$ cat src/swta_pkg.sv
// Shared types, codes and constants for the stopwatch, timer and alarm unit.
package swta_pkg;

  localparam int RING_INTERVAL_DEF = 2;
  localparam int MINUTE_STEP       = 5;

  localparam int HOURS     = 24;
  localparam int MINS      = 60;
  localparam int SECS      = 60;
  localparam int SETUP_MIN = 1;
  localparam int SETUP_MAX = 99;
  localparam int SHOW_CAP  = 99;

  localparam int CFG_IDX_W  = 1;
  localparam int CFG_DATA_W = 4;

  localparam logic [CFG_IDX_W-1:0] CFG_VIBE_KIND    = 1'd0;
  localparam logic [CFG_IDX_W-1:0] CFG_RING_REPEATS = 1'd1;

  localparam logic [1:0] CMD_TICK   = 2'd0;
  localparam logic [1:0] CMD_UP     = 2'd1;
  localparam logic [1:0] CMD_DOWN   = 2'd2;
  localparam logic [1:0] CMD_SELECT = 2'd3;

  localparam logic [1:0] VIEW_WATCH = 2'd0;
  localparam logic [1:0] VIEW_TIMER = 2'd1;
  localparam logic [1:0] VIEW_ALARM = 2'd2;
  localparam logic [1:0] VIEW_NONE  = 2'd3;

  localparam logic [2:0] TITLE_WATCH = 3'd0;
  localparam logic [2:0] TITLE_TIMER = 3'd1;
  localparam logic [2:0] TITLE_ALARM = 3'd2;
  localparam logic [2:0] TITLE_STOP  = 3'd3;
  localparam logic [2:0] TITLE_ARMED = 3'd4;
  localparam logic [2:0] TITLE_NONE  = 3'd5;

  localparam logic [1:0] RING_NONE  = 2'd0;
  localparam logic [1:0] RING_TIMER = 2'd1;
  localparam logic [1:0] RING_ALARM = 2'd2;

  localparam logic [1:0] ALARM_EDIT_HOUR = 2'd0;
  localparam logic [1:0] ALARM_EDIT_MIN  = 2'd1;
  localparam logic [1:0] ALARM_ARMED     = 2'd2;

  localparam logic [1:0] VIBE_LONG  = 2'd1;
  localparam logic [1:0] VIBE_UNDEF = 2'd3;

  localparam logic [1:0] VIBE_KIND_RST    = 2'd1;
  localparam logic [3:0] RING_REPEATS_RST = 4'd10;
  localparam logic [6:0] SETUP_RST        = 7'd5;
  localparam logic [4:0] ALARM_HOUR_RST   = 5'd7;

  typedef struct packed {
    logic [1:0] cmd;
    logic [1:0] view;
    logic [4:0] clock_hour;
    logic [5:0] clock_minute;
  } in_word_t;

  typedef struct packed {
    logic [6:0] show_left;
    logic [5:0] show_right;
    logic [2:0] title_code;
    logic       pulse;
    logic [1:0] pulse_kind;
    logic [1:0] ring_source;
  } out_word_t;

  typedef struct packed {
    logic [1:0] vibe_kind;
    logic [3:0] ring_repeats;
  } cfg_t;

endpackage

$ cat src/swta_core.sv
// State of stopwatch, countdown, alarm and ring, and the result of one word.
module swta_core #(
  parameter int RING_INTERVAL_TICKS = swta_pkg::RING_INTERVAL_DEF
) (
  input  logic                clk,
  input  logic                rst_n,
  input  logic                step,
  input  swta_pkg::in_word_t  item,
  input  swta_pkg::cfg_t      cfg,
  output swta_pkg::out_word_t result
);
  import swta_pkg::*;

  localparam int PHASE_W = $clog2(RING_INTERVAL_TICKS + 1);
  localparam int MIN_UP  = MINUTE_STEP % MINS;
  localparam int MIN_DN  = MINS - MIN_UP;

  logic               watch_run_r, watch_run_nxt;
  logic [31:0]        watch_cnt_r, watch_cnt_nxt;
  logic [5:0]         watch_sec_r, watch_sec_nxt;
  logic [6:0]         watch_min_r, watch_min_nxt;
  logic               cd_run_r, cd_run_nxt;
  logic [6:0]         cd_min_r, cd_min_nxt;
  logic [5:0]         cd_sec_r, cd_sec_nxt;
  logic [6:0]         setup_r, setup_nxt;
  logic [4:0]         alarm_hour_r, alarm_hour_nxt;
  logic [5:0]         alarm_min_r, alarm_min_nxt;
  logic [1:0]         alarm_mode_r, alarm_mode_nxt;
  logic [3:0]         ring_left_r, ring_left_nxt;
  logic [1:0]         ring_who_r, ring_who_nxt;
  logic [PHASE_W-1:0] ring_phase_r, ring_phase_nxt;

  logic               pulse;
  logic [PHASE_W-1:0] phase_inc;
  logic [6:0]         min_sum;

  always_comb begin
    watch_run_nxt  = watch_run_r;
    watch_cnt_nxt  = watch_cnt_r;
    watch_sec_nxt  = watch_sec_r;
    watch_min_nxt  = watch_min_r;
    cd_run_nxt     = cd_run_r;
    cd_min_nxt     = cd_min_r;
    cd_sec_nxt     = cd_sec_r;
    setup_nxt      = setup_r;
    alarm_hour_nxt = alarm_hour_r;
    alarm_min_nxt  = alarm_min_r;
    alarm_mode_nxt = alarm_mode_r;
    ring_left_nxt  = ring_left_r;
    ring_who_nxt   = ring_who_r;
    ring_phase_nxt = ring_phase_r;
    pulse          = 1'b0;
    phase_inc      = ring_phase_r + PHASE_W'(1);
    min_sum        = '0;

    priority if (item.cmd == CMD_TICK) begin
      if (watch_run_r) begin
        if (&watch_cnt_r) begin
          watch_cnt_nxt = '0;
          watch_sec_nxt = '0;
          watch_min_nxt = '0;
        end else begin
          watch_cnt_nxt = watch_cnt_r + 32'd1;
          if (watch_sec_r == 6'(SECS - 1)) begin
            watch_sec_nxt = '0;
            if (watch_min_r != 7'(SHOW_CAP)) watch_min_nxt = watch_min_r + 7'd1;
          end else begin
            watch_sec_nxt = watch_sec_r + 6'd1;
          end
        end
      end
      if (cd_run_r && (cd_min_r != '0 || cd_sec_r != '0)) begin
        if (cd_sec_r == '0) begin
          cd_sec_nxt = 6'(SECS - 1);
          cd_min_nxt = cd_min_r - 7'd1;
        end else begin
          cd_sec_nxt = cd_sec_r - 6'd1;
        end
      end
      if (ring_left_r != '0) begin
        if (phase_inc >= PHASE_W'(RING_INTERVAL_TICKS)) begin
          ring_phase_nxt = '0;
          pulse          = 1'b1;
          ring_left_nxt  = ring_left_r - 4'd1;
          if (ring_left_r == 4'd1) ring_who_nxt = RING_NONE;
        end else begin
          ring_phase_nxt = phase_inc;
        end
      end else begin
        if (cd_run_r && cd_min_nxt == '0 && cd_sec_nxt == '0) begin
          cd_run_nxt     = 1'b0;
          ring_left_nxt  = cfg.ring_repeats;
          ring_phase_nxt = '0;
          ring_who_nxt   = (cfg.ring_repeats != '0) ? RING_TIMER : RING_NONE;
          pulse          = 1'b1;
        end
        if (alarm_mode_r == ALARM_ARMED && item.clock_hour == alarm_hour_r &&
            item.clock_minute == alarm_min_r) begin
          alarm_mode_nxt = ALARM_EDIT_HOUR;
          ring_left_nxt  = cfg.ring_repeats;
          ring_phase_nxt = '0;
          ring_who_nxt   = (cfg.ring_repeats != '0) ? RING_ALARM : RING_NONE;
          pulse          = 1'b1;
        end
      end
    end else if (ring_left_r != '0 || ring_who_r != RING_NONE) begin
      ring_left_nxt  = '0;
      ring_who_nxt   = RING_NONE;
      ring_phase_nxt = '0;
    end else if (item.cmd == CMD_SELECT) begin
      unique case (item.view)
        VIEW_WATCH: watch_run_nxt = !watch_run_r;
        VIEW_TIMER: begin
          if (cd_run_r) begin
            cd_run_nxt = 1'b0;
            cd_min_nxt = '0;
            cd_sec_nxt = '0;
          end else begin
            cd_run_nxt = 1'b1;
            cd_min_nxt = setup_r;
            cd_sec_nxt = '0;
          end
        end
        VIEW_ALARM: begin
          priority if (alarm_mode_r == ALARM_ARMED) alarm_mode_nxt = ALARM_EDIT_HOUR;
          else if (alarm_mode_r == ALARM_EDIT_HOUR) alarm_mode_nxt = ALARM_EDIT_MIN;
          else if (alarm_mode_r == ALARM_EDIT_MIN) alarm_mode_nxt = ALARM_ARMED;
          else alarm_mode_nxt = alarm_mode_r;
        end
        VIEW_NONE: ;
      endcase
    end else begin
      unique case (item.view)
        VIEW_WATCH: begin
          if (!watch_run_r) begin
            watch_cnt_nxt = '0;
            watch_sec_nxt = '0;
            watch_min_nxt = '0;
          end
        end
        VIEW_TIMER: begin
          if (!cd_run_r) begin
            if (item.cmd == CMD_UP)
              setup_nxt = (setup_r >= 7'(SETUP_MAX)) ? 7'(SETUP_MAX) : setup_r + 7'd1;
            else
              setup_nxt = (setup_r <= 7'(SETUP_MIN)) ? 7'(SETUP_MIN) : setup_r - 7'd1;
          end
        end
        VIEW_ALARM: begin
          if (alarm_mode_r == ALARM_EDIT_HOUR) begin
            if (item.cmd == CMD_UP)
              alarm_hour_nxt = (alarm_hour_r == 5'(HOURS - 1)) ? '0 : alarm_hour_r + 5'd1;
            else
              alarm_hour_nxt = (alarm_hour_r == '0) ? 5'(HOURS - 1) : alarm_hour_r - 5'd1;
          end else if (alarm_mode_r == ALARM_EDIT_MIN) begin
            min_sum = {1'b0, alarm_min_r} +
                      ((item.cmd == CMD_UP) ? 7'(MIN_UP) : 7'(MIN_DN));
            alarm_min_nxt = (min_sum >= 7'(MINS)) ? 6'(min_sum - 7'(MINS)) : min_sum[5:0];
          end
        end
        VIEW_NONE: ;
      endcase
    end

    result.pulse       = pulse;
    result.pulse_kind  = !pulse ? 2'd0 :
                         (cfg.vibe_kind == VIBE_UNDEF) ? VIBE_LONG : cfg.vibe_kind;
    result.ring_source = ring_who_nxt;
    unique case (item.view)
      VIEW_WATCH: begin
        result.show_left  = watch_min_nxt;
        result.show_right = watch_sec_nxt;
        result.title_code = watch_run_nxt ? TITLE_STOP : TITLE_WATCH;
      end
      VIEW_TIMER: begin
        if (cd_run_nxt) begin
          result.show_left  = cd_min_nxt;
          result.show_right = cd_sec_nxt;
          result.title_code = TITLE_STOP;
        end else begin
          result.show_left  = setup_nxt;
          result.show_right = '0;
          result.title_code = TITLE_TIMER;
        end
      end
      VIEW_ALARM: begin
        result.show_left  = {2'b00, alarm_hour_nxt};
        result.show_right = alarm_min_nxt;
        result.title_code = (alarm_mode_nxt == ALARM_ARMED) ? TITLE_ARMED : TITLE_ALARM;
      end
      VIEW_NONE: begin
        result.show_left  = '0;
        result.show_right = '0;
        result.title_code = TITLE_NONE;
      end
    endcase
  end

  always_ff @(posedge clk) begin
    if (!rst_n) begin
      watch_run_r  <= 1'b0;
      watch_cnt_r  <= '0;
      watch_sec_r  <= '0;
      watch_min_r  <= '0;
      cd_run_r     <= 1'b0;
      cd_min_r     <= '0;
      cd_sec_r     <= '0;
      setup_r      <= SETUP_RST;
      alarm_hour_r <= ALARM_HOUR_RST;
      alarm_min_r  <= '0;
      alarm_mode_r <= ALARM_EDIT_HOUR;
      ring_left_r  <= '0;
      ring_who_r   <= RING_NONE;
      ring_phase_r <= '0;
    end else if (step) begin
      watch_run_r  <= watch_run_nxt;
      watch_cnt_r  <= watch_cnt_nxt;
      watch_sec_r  <= watch_sec_nxt;
      watch_min_r  <= watch_min_nxt;
      cd_run_r     <= cd_run_nxt;
      cd_min_r     <= cd_min_nxt;
      cd_sec_r     <= cd_sec_nxt;
      setup_r      <= setup_nxt;
      alarm_hour_r <= alarm_hour_nxt;
      alarm_min_r  <= alarm_min_nxt;
      alarm_mode_r <= alarm_mode_nxt;
      ring_left_r  <= ring_left_nxt;
      ring_who_r   <= ring_who_nxt;
      ring_phase_r <= ring_phase_nxt;
    end
  end

`ifndef SYNTHESIS
  a_who_needs_left: assert property (@(posedge clk) disable iff (!rst_n)
    ring_who_r != RING_NONE |-> ring_left_r != '0)
    else $error("ring source set with no pulses left");

  a_button_ends_ring: assert property (@(posedge clk) disable iff (!rst_n)
    rst_n && step && item.cmd != CMD_TICK && ring_left_r != '0
    |=> ring_left_r == '0 && ring_who_r == RING_NONE)
    else $error("button did not end ring");

  a_ring_start: assert property (@(posedge clk) disable iff (!rst_n)
    rst_n && step && item.cmd == CMD_TICK && ring_left_r == '0 && result.pulse
    |=> ring_left_r == $past(cfg.ring_repeats) && ring_phase_r == '0)
    else $error("ring start did not load repeat count");

  a_ranges: assert property (@(posedge clk) disable iff (!rst_n)
    alarm_hour_r < 5'(HOURS) && alarm_min_r < 6'(MINS) &&
    watch_sec_r < 6'(SECS) && cd_sec_r < 6'(SECS) && watch_min_r <= 7'(SHOW_CAP))
    else $error("time field out of range");

  a_watch_frozen: assert property (@(posedge clk) disable iff (!rst_n)
    rst_n && step && item.cmd == CMD_TICK && !watch_run_r |=> $stable(watch_cnt_r))
    else $error("stopped stopwatch advanced");
`endif

endmodule

$ cat src/stopwatch_timer_alarm_unit.sv
// Top level of the stopwatch, countdown timer and alarm unit.
//
// Input channel in_valid/in_stall/in_word: each word is a one-second tick
// carrying the local hour and minute, or an up, down or select button,
// together with the visible screen. Every accepted word yields exactly one
// result word on out_valid/out_stall/out_word: display digits, title code,
// pulse request and ring source, all taken after the word is applied.
// Configuration (pulse pattern, ring repeats) is written through
// cfg_we/cfg_idx/cfg_wdata, one register per cycle; the user must write it
// only while no word is in flight, as the block itself does not enforce this.
// A word passes the input register, then the state update and result are
// formed in one pass into the output register. Throughput is one word per
// cycle while the receiver does not stall.
// When the receiver stalls, the result holds in the output register and the
// input register still takes one more word; in_stall rises only when both
// are full. Synchronous reset clears the pipeline, sets the pulse pattern to
// long, ring repeats to 10, timer setup to 5 minutes and the alarm to 07:00
// in hour edit.
module stopwatch_timer_alarm_unit #(
  parameter int RING_INTERVAL_TICKS = swta_pkg::RING_INTERVAL_DEF
) (
  input  logic                                clk,
  input  logic                                rst_n,
  input  logic                                in_valid,
  output logic                                in_stall,
  input  swta_pkg::in_word_t                  in_word,
  output logic                                out_valid,
  input  logic                                out_stall,
  output swta_pkg::out_word_t                 out_word,
  input  logic                                cfg_we,
  input  logic [swta_pkg::CFG_IDX_W-1:0]      cfg_idx,
  input  logic [swta_pkg::CFG_DATA_W-1:0]     cfg_wdata
);
  import swta_pkg::*;

  cfg_t      cfg_r;
  logic      s1_valid_r, s1_valid_nxt;
  in_word_t  s1_word_r;
  logic      out_valid_r, out_valid_nxt;
  out_word_t out_word_r;
  out_word_t result;
  logic      out_free;
  logic      adv;
  logic      in_fire;

  assign out_free = !out_valid_r || !out_stall;
  assign adv      = s1_valid_r && out_free;
  assign in_stall = s1_valid_r && !out_free;
  assign in_fire  = in_valid && !in_stall;

  assign s1_valid_nxt  = in_fire ? 1'b1 : (adv ? 1'b0 : s1_valid_r);
  assign out_valid_nxt = adv ? 1'b1 : (out_free ? 1'b0 : out_valid_r);

  assign out_valid = out_valid_r;
  assign out_word  = out_word_r;

  swta_core #(
    .RING_INTERVAL_TICKS(RING_INTERVAL_TICKS)
  ) u_core (
    .clk    (clk),
    .rst_n  (rst_n),
    .step   (adv),
    .item   (s1_word_r),
    .cfg    (cfg_r),
    .result (result)
  );

  always_ff @(posedge clk) begin
    if (!rst_n) begin
      cfg_r.vibe_kind    <= VIBE_KIND_RST;
      cfg_r.ring_repeats <= RING_REPEATS_RST;
    end else if (cfg_we) begin
      unique case (cfg_idx)
        CFG_VIBE_KIND:    cfg_r.vibe_kind    <= cfg_wdata[1:0];
        CFG_RING_REPEATS: cfg_r.ring_repeats <= cfg_wdata[3:0];
      endcase
    end
  end

  always_ff @(posedge clk) begin
    if (!rst_n) begin
      s1_valid_r  <= 1'b0;
      out_valid_r <= 1'b0;
    end else begin
      s1_valid_r  <= s1_valid_nxt;
      out_valid_r <= out_valid_nxt;
    end
  end

  always_ff @(posedge clk) begin
    if (in_fire) s1_word_r <= in_word;
    if (adv) out_word_r <= result;
  end

endmodule
$ cat config.mk
export PLATFORM = sky130hd
export DESIGN_NAME = stopwatch_timer_alarm_unit
export DESIGN_NICKNAME = d
export VERILOG_FILES = /design/src/swta_pkg.sv /design/src/swta_core.sv /design/src/stopwatch_timer_alarm_unit.sv
export SDC_FILE = /design/constraint.sdc
export NUM_CORES = 1
export LEC_CHECK = 0
export BUFFER_PORTS_ARGS = -buffer_cell sky130_fd_sc_hd__buf_2
export CELL_PAD_IN_SITES_DETAIL_PLACEMENT = 1
export CELL_PAD_IN_SITES_GLOBAL_PLACEMENT = 1
export CORE_MARGIN = 1
export CORE_UTILIZATION = 50
export CTS_CLUSTER_SIZE = 28
export DETAILED_ROUTE_END_ITERATION = 10
export GPL_TIMING_DRIVEN = 0
export MAX_ROUTING_LAYER = met4
export PLACE_DENSITY_LB_ADDON = 0.05
export SYNTH_ARGS = -nofsm -noshare
export SYNTH_HDL_FRONTEND = slang
export SYNTH_SLANG_ARGS = --single-unit
$ cat constraint.sdc
create_clock -name clk -period 8.8 [get_ports clk]
set_input_delay 0.88 -clock clk [delete_from_list [all_inputs] [get_ports clk]]
set_output_delay 0.88 -clock clk [all_outputs]
set_load 0.01 [all_outputs]
# Yosys cells after proc, flatten, opt, wreduce, memory -nomap -nowiden
# Index checks and enable logic that the tools add are counted.
# word_totals
output_inout_bits	23
register_bits	132
input_bits	25
elab_cells	226
# classes
reduce_logical	39
eq_ne	21
n_lt_le_gt_ge	4
muxes	118
bitwise_logic	2
add_sub_neg	13
# op_table
op	count
32-bit 2-to-1 mux	7
7-bit 2-to-1 mux	25
6-bit 2-to-1 mux	23
16-bit one-hot mux with 4 select lines	1
2-bit 2-to-1 mux	24
5-bit 2-to-1 mux	8
32-bit by 1-bit adder with 32-bit output (second input constant)	1
32-bit AND reduction	1
4-bit 2-to-1 mux	6
1-bit 2-to-1 mux	22
16-bit 2-to-1 mux	1
7-bit by 1-bit adder with 7-bit output (second input constant)	2
7-bit by 1-bit subtractor with 7-bit output (second input constant)	2
2-bit equality test (second input constant)	6
6-bit zero test	2
2-bit nonzero test	5
1-bit logical AND	8
4-bit nonzero test	2
6-bit by 6-bit adder with 7-bit output	1
7-bit by 6-bit >= comparator with 1-bit output (second input constant)	1
7-bit >= comparator (second input constant)	1
7-bit by 1-bit <= comparator with 1-bit output (second input constant)	1
7-bit zero test	1
7-bit inequality test (second input constant)	1
31 further kinds	45

# Logic depth before layout (Yosys ltp)
# logic_depth
ltp_word	14
depth_mapped	13
mapped_depth_nobuf	12

# Cells and area by module
# A second synthesis with hierarchy kept.
# hier_totals
hier_cells	965
hier_area_um2	8040.2
# by_module_without_submodules
module	instances	area_per_inst_um2	cells_per_inst
swta_core	1	6633.9	894
stopwatch_timer_alarm_unit	1	1406.3	71

# Least setup slack after synthesis
# Ideal clock, no wire load.
# synth_path
path_type	register to register
startpoint	register s1_word_r[13] (netlist name)
endpoint	register out_word_r (netlist bit out_word[10]) (data pin)
setup_ps	280
n_path_buf	1
required_ps	8520
arrival_time_ps	3188
path_slack_ps	5331
path_stages_with_launch	14
path_cell_list	edfxtp_1 > clkbuf_1 > nor2b_1 > clkinv_1 > ha_1 > a211oi_1 > xnor2_1 > ha_1 > a22o_1 > a31oi_1 > xor2_1 > and4b_1 > nor2_1 > o311ai_0
# synth_lines
item	line	rtl
from (decl)	stopwatch_timer_alarm_unit.sv:38	in_word_t s1_word_r;
from (signal assigned)	stopwatch_timer_alarm_unit.sv:91	if (in_fire) s1_word_r <= in_word;
to (signal assigned)	stopwatch_timer_alarm_unit.sv:92	if (adv) out_word_r <= result;
to (decl)	stopwatch_timer_alarm_unit.sv:40	out_word_t out_word_r;

==> metrics.txt <==
status=completed; Net Sw Frac=27.01%; sequential power share=41.5%; TritonRoute pass-1 iters=5; Pint=1.155 mW; synth cell count leaders=nor2_1 (123), nand2_1 (108), dfxtp_1 (96); Die ar.=16,330 sq um; Critical path buffers and inverters=2; core area=15,310 sq um; Mapped Nets=1,020; DRT iter0 DRCs=672; reg-to-reg setup timing slack=3830 ps; hold depth=2; r2r startpoint=s1_word_r[13]; top-area cell type share of the netlist area=24.30%; WS Path Type=register to register; PostCTS Resize Cnt=0; die height=127.8 um; Ys Warns=0; Synth Cell Area=7909 sq um; vias in the first global route=7,956; Synth Instances=971; pre-CTS WS=4071 ps; unrepaired setup endpoints after global routing=false; hold_sp=cfg_r[5]; antenna diode count=0; Seq/Total Area, Yosys=37.97%; CTS Root Buffer Type=clkbuf_16; CTS clock-pin slew for the worst setup and hold paths=60 ps; clock skew=12.39 ps; Largest stage delay, worst path=550 ps; CP delay by family, top=compound AO/OA/AOI/OAI gates; first-pass GRT wire length=42,710 um; synthesized area per cell=8.145 sq um; Hold Crit Endpoint=cfg_r[5]; Synth Flop Type=dfxtp_1; gpl congestion=0.9489; Post-synth EDFFs=36; largest net degree at the start of global routing=31; Post-CTS Setup Bufs=0; non-filler cells, final=1,261; initial antenna violation count=0; grt ovf=0; CP Launch Type=register; HPWL Detailed=19,130 um; # fillers=1,908; final net count=1,086; input/output buffers=47; total design power=1.582 mW; FF-to-FF End=out_word[10]; GRT Util Overall=35.43%; Max Fclk=0.2013 GHz; Sw Pwr=0.4274 mW; fin. max-slew vios=0; crit path max fanout=12; post-detailed-route count of antenna-violating nets=0; Final Hold Fails=0; H-Tree Depth=4; Required @ worst endpoint=8910 ps; hold_buf cts=0; setup_tns=0 ps; peak supply drop=0.0001513 V; Clock Power Share=47.6%; Via density=6.243; number of I/O pins=48; Worst Path Arrival=5070 ps; Distinct cells, synth=83; max-cap viol count=0; Core Util, Final=58.98%; placed instance count=1,229; combinational power share=11.0%; Num Clock Sinks=132; via count=7,873; slowest CP cell=clkinv_1; worst rel slew slack=33.39%; cell mode on critical path=ha_1; asr flop ratio synth=0%; TritonCTS clock tree=yes; FF+latch count, synth=132; Power Density=175.2 nW/um^2; Rows=45; clk buf depth=2; WL/cell=21.30 um; synthesis-to-finish area growth=14.21%; cells along the critical path=clkbuf_1, nor2b_1, clkinv_1, ha_1, a211oi_1, xnor2_1, ha_1, a22o_1, a31oi_1, xor2_1, a21oi_1, nor2_1, o311ai_0; crit share post-route=56.45%; Leak=3.185 nW; DRC Markers=0; Chip Width=127.8 um; fin crit period=4968 ps; Clk Latency, worst-skew pair=440 ps; share of cells above drive strength 1=10.29%; top-count cell post-synth=nor2_1; Hold/Removal Path Class=register to register; Total Routed Length=26,850 um; worst setup margin=3832 ps; area leader, netlist=dfxtp_1; CTS Buf Count=17; dominant cells by area after synthesis=dfxtp_1 (24%), edfxtp_1 (14%), nor2_1 (5.8%), nand2_1 (5.1%), a21oi_1 (4.1%); worst slew pin tran=991.5 ps; initial cell density of the core=51.64%; R2R depth=13; CP Capture Type=register; final setup fails=0
## state kept, by name (all words and copies together) (netlist names), 2 cells and up
register,flops
u_core.watch_cnt_r,32
out_word,21
s1_word_r,15
u_core.cd_min_r,7
u_core.setup_r,7
u_core.watch_min_r,7
cfg_r,6
u_core.alarm_min_r,6
u_core.cd_sec_r,6
u_core.watch_sec_r,6
u_core.alarm_hour_r,5
u_core.ring_left_r,4
u_core.alarm_mode_r,2
u_core.ring_phase_r,2
u_core.ring_who_r,2
## power by group through the flow
stage / registers (mW) / logic (mW) / clock network, mW
after floorplan: 0.668 / 0.107 / 0
after global placement: 0.668 / 0.162 / 0
after detailed placement: 0.669 / 0.167 / 0
after CTS: 0.656 / 0.170 / 0.758
after global routing: 0.658 / 0.186 / 0.790
final: 0.656 / 0.173 / 0.753
## through the flow
step / area, sq um / hold WS [ps]
after floorplan: 7909 / 432.0
after detailed placement: 8409 / 465.7
final: 9032 / 478.1
after global routing: 9032 / 508.6
after global placement: 8408 / 450.3
after CTS: 9024 / 489.8
## worst max path at each step
stage                              from      endpoint  slack, ps  cells after the start
after floorplan           s1_word_r[13]  out_word[10]       5330                     13
after global placement    s1_word_r[13]  out_word[10]       4130                     13
after detailed placement  s1_word_r[13]  out_word[10]       4070                     13
after CTS                 s1_word_r[13]  out_word[10]       3970                     13
after global routing      s1_word_r[13]  out_word[10]       3500                     13
final                     s1_word_r[13]  out_word[10]       3830                     13
## worst min-delay path, stage by stage, from the launching register on
cell	delay [ps]
dfxtp_1	310
nand2_1	50
a21oi_1	60
## cell usage in the layout (no fill, tap or decap), types with 6 or more instances in the layout
master	instances
dfxtp_1	96
nor2_1	123
a21oi_1	65
nand2_1	108
o31ai_1	6
nand4_1	23
o22ai_1	6
edfxtp_1	36
mux2i_1	16
clkbuf_16	17
nor3_1	37
o211ai_1	9
ha_1	23
xnor2_1	28
a31oi_1	10
o21ai_0	52
and2_1	9
nand3_1	49
nor4_1	6
inv_1	26
clkbuf_1	50
buf_2	50
a211oi_1	24
nor2b_1	6
and3_1	15
xor2_1	28
## layout make-up
class | instances | area, sq um | area share [%]
Multi-Input combinational cell | 751 | 4566 | 50.55
Sequential cell | 132 | 3003 | 33.25
Clock buffer | 19 | 442.9 | 4.904
Tap cell | 211 | 264.0 | 2.923
Buffer | 58 | 237.7 | 2.632
Timing Repair Buffer | 47 | 235.2 | 2.604
Clock inverter | 13 | 171.4 | 1.898
Inverter | 30 | 112.6 | 1.247
## cells by family after synthesis
| group | share of synthesized area (%) |
|---|---|
| XOR/XNOR | 6.202 |
| multiplexers | 2.357 |
| AND/OR/NAND/NOR | 26.39 |
| buffers and inverters | 4.414 |
| AO/OA/AOI/OAI | 18.78 |
| adder cells (fa/ha/maj) | 3.892 |
| flip-flops | 37.97 |
## layer usage
layer  up-vias  global-route usage (%)  part of all wire (%)
met4         0                   13.70                   3.2
met3        70                   8.013                   6.2
met5         -                       -                     0
met1      3883                   44.05                    43
met2       271                   56.04                    47
li1       3649                       -                     -
Note: power is estimated with default switching activity, not from simulation.
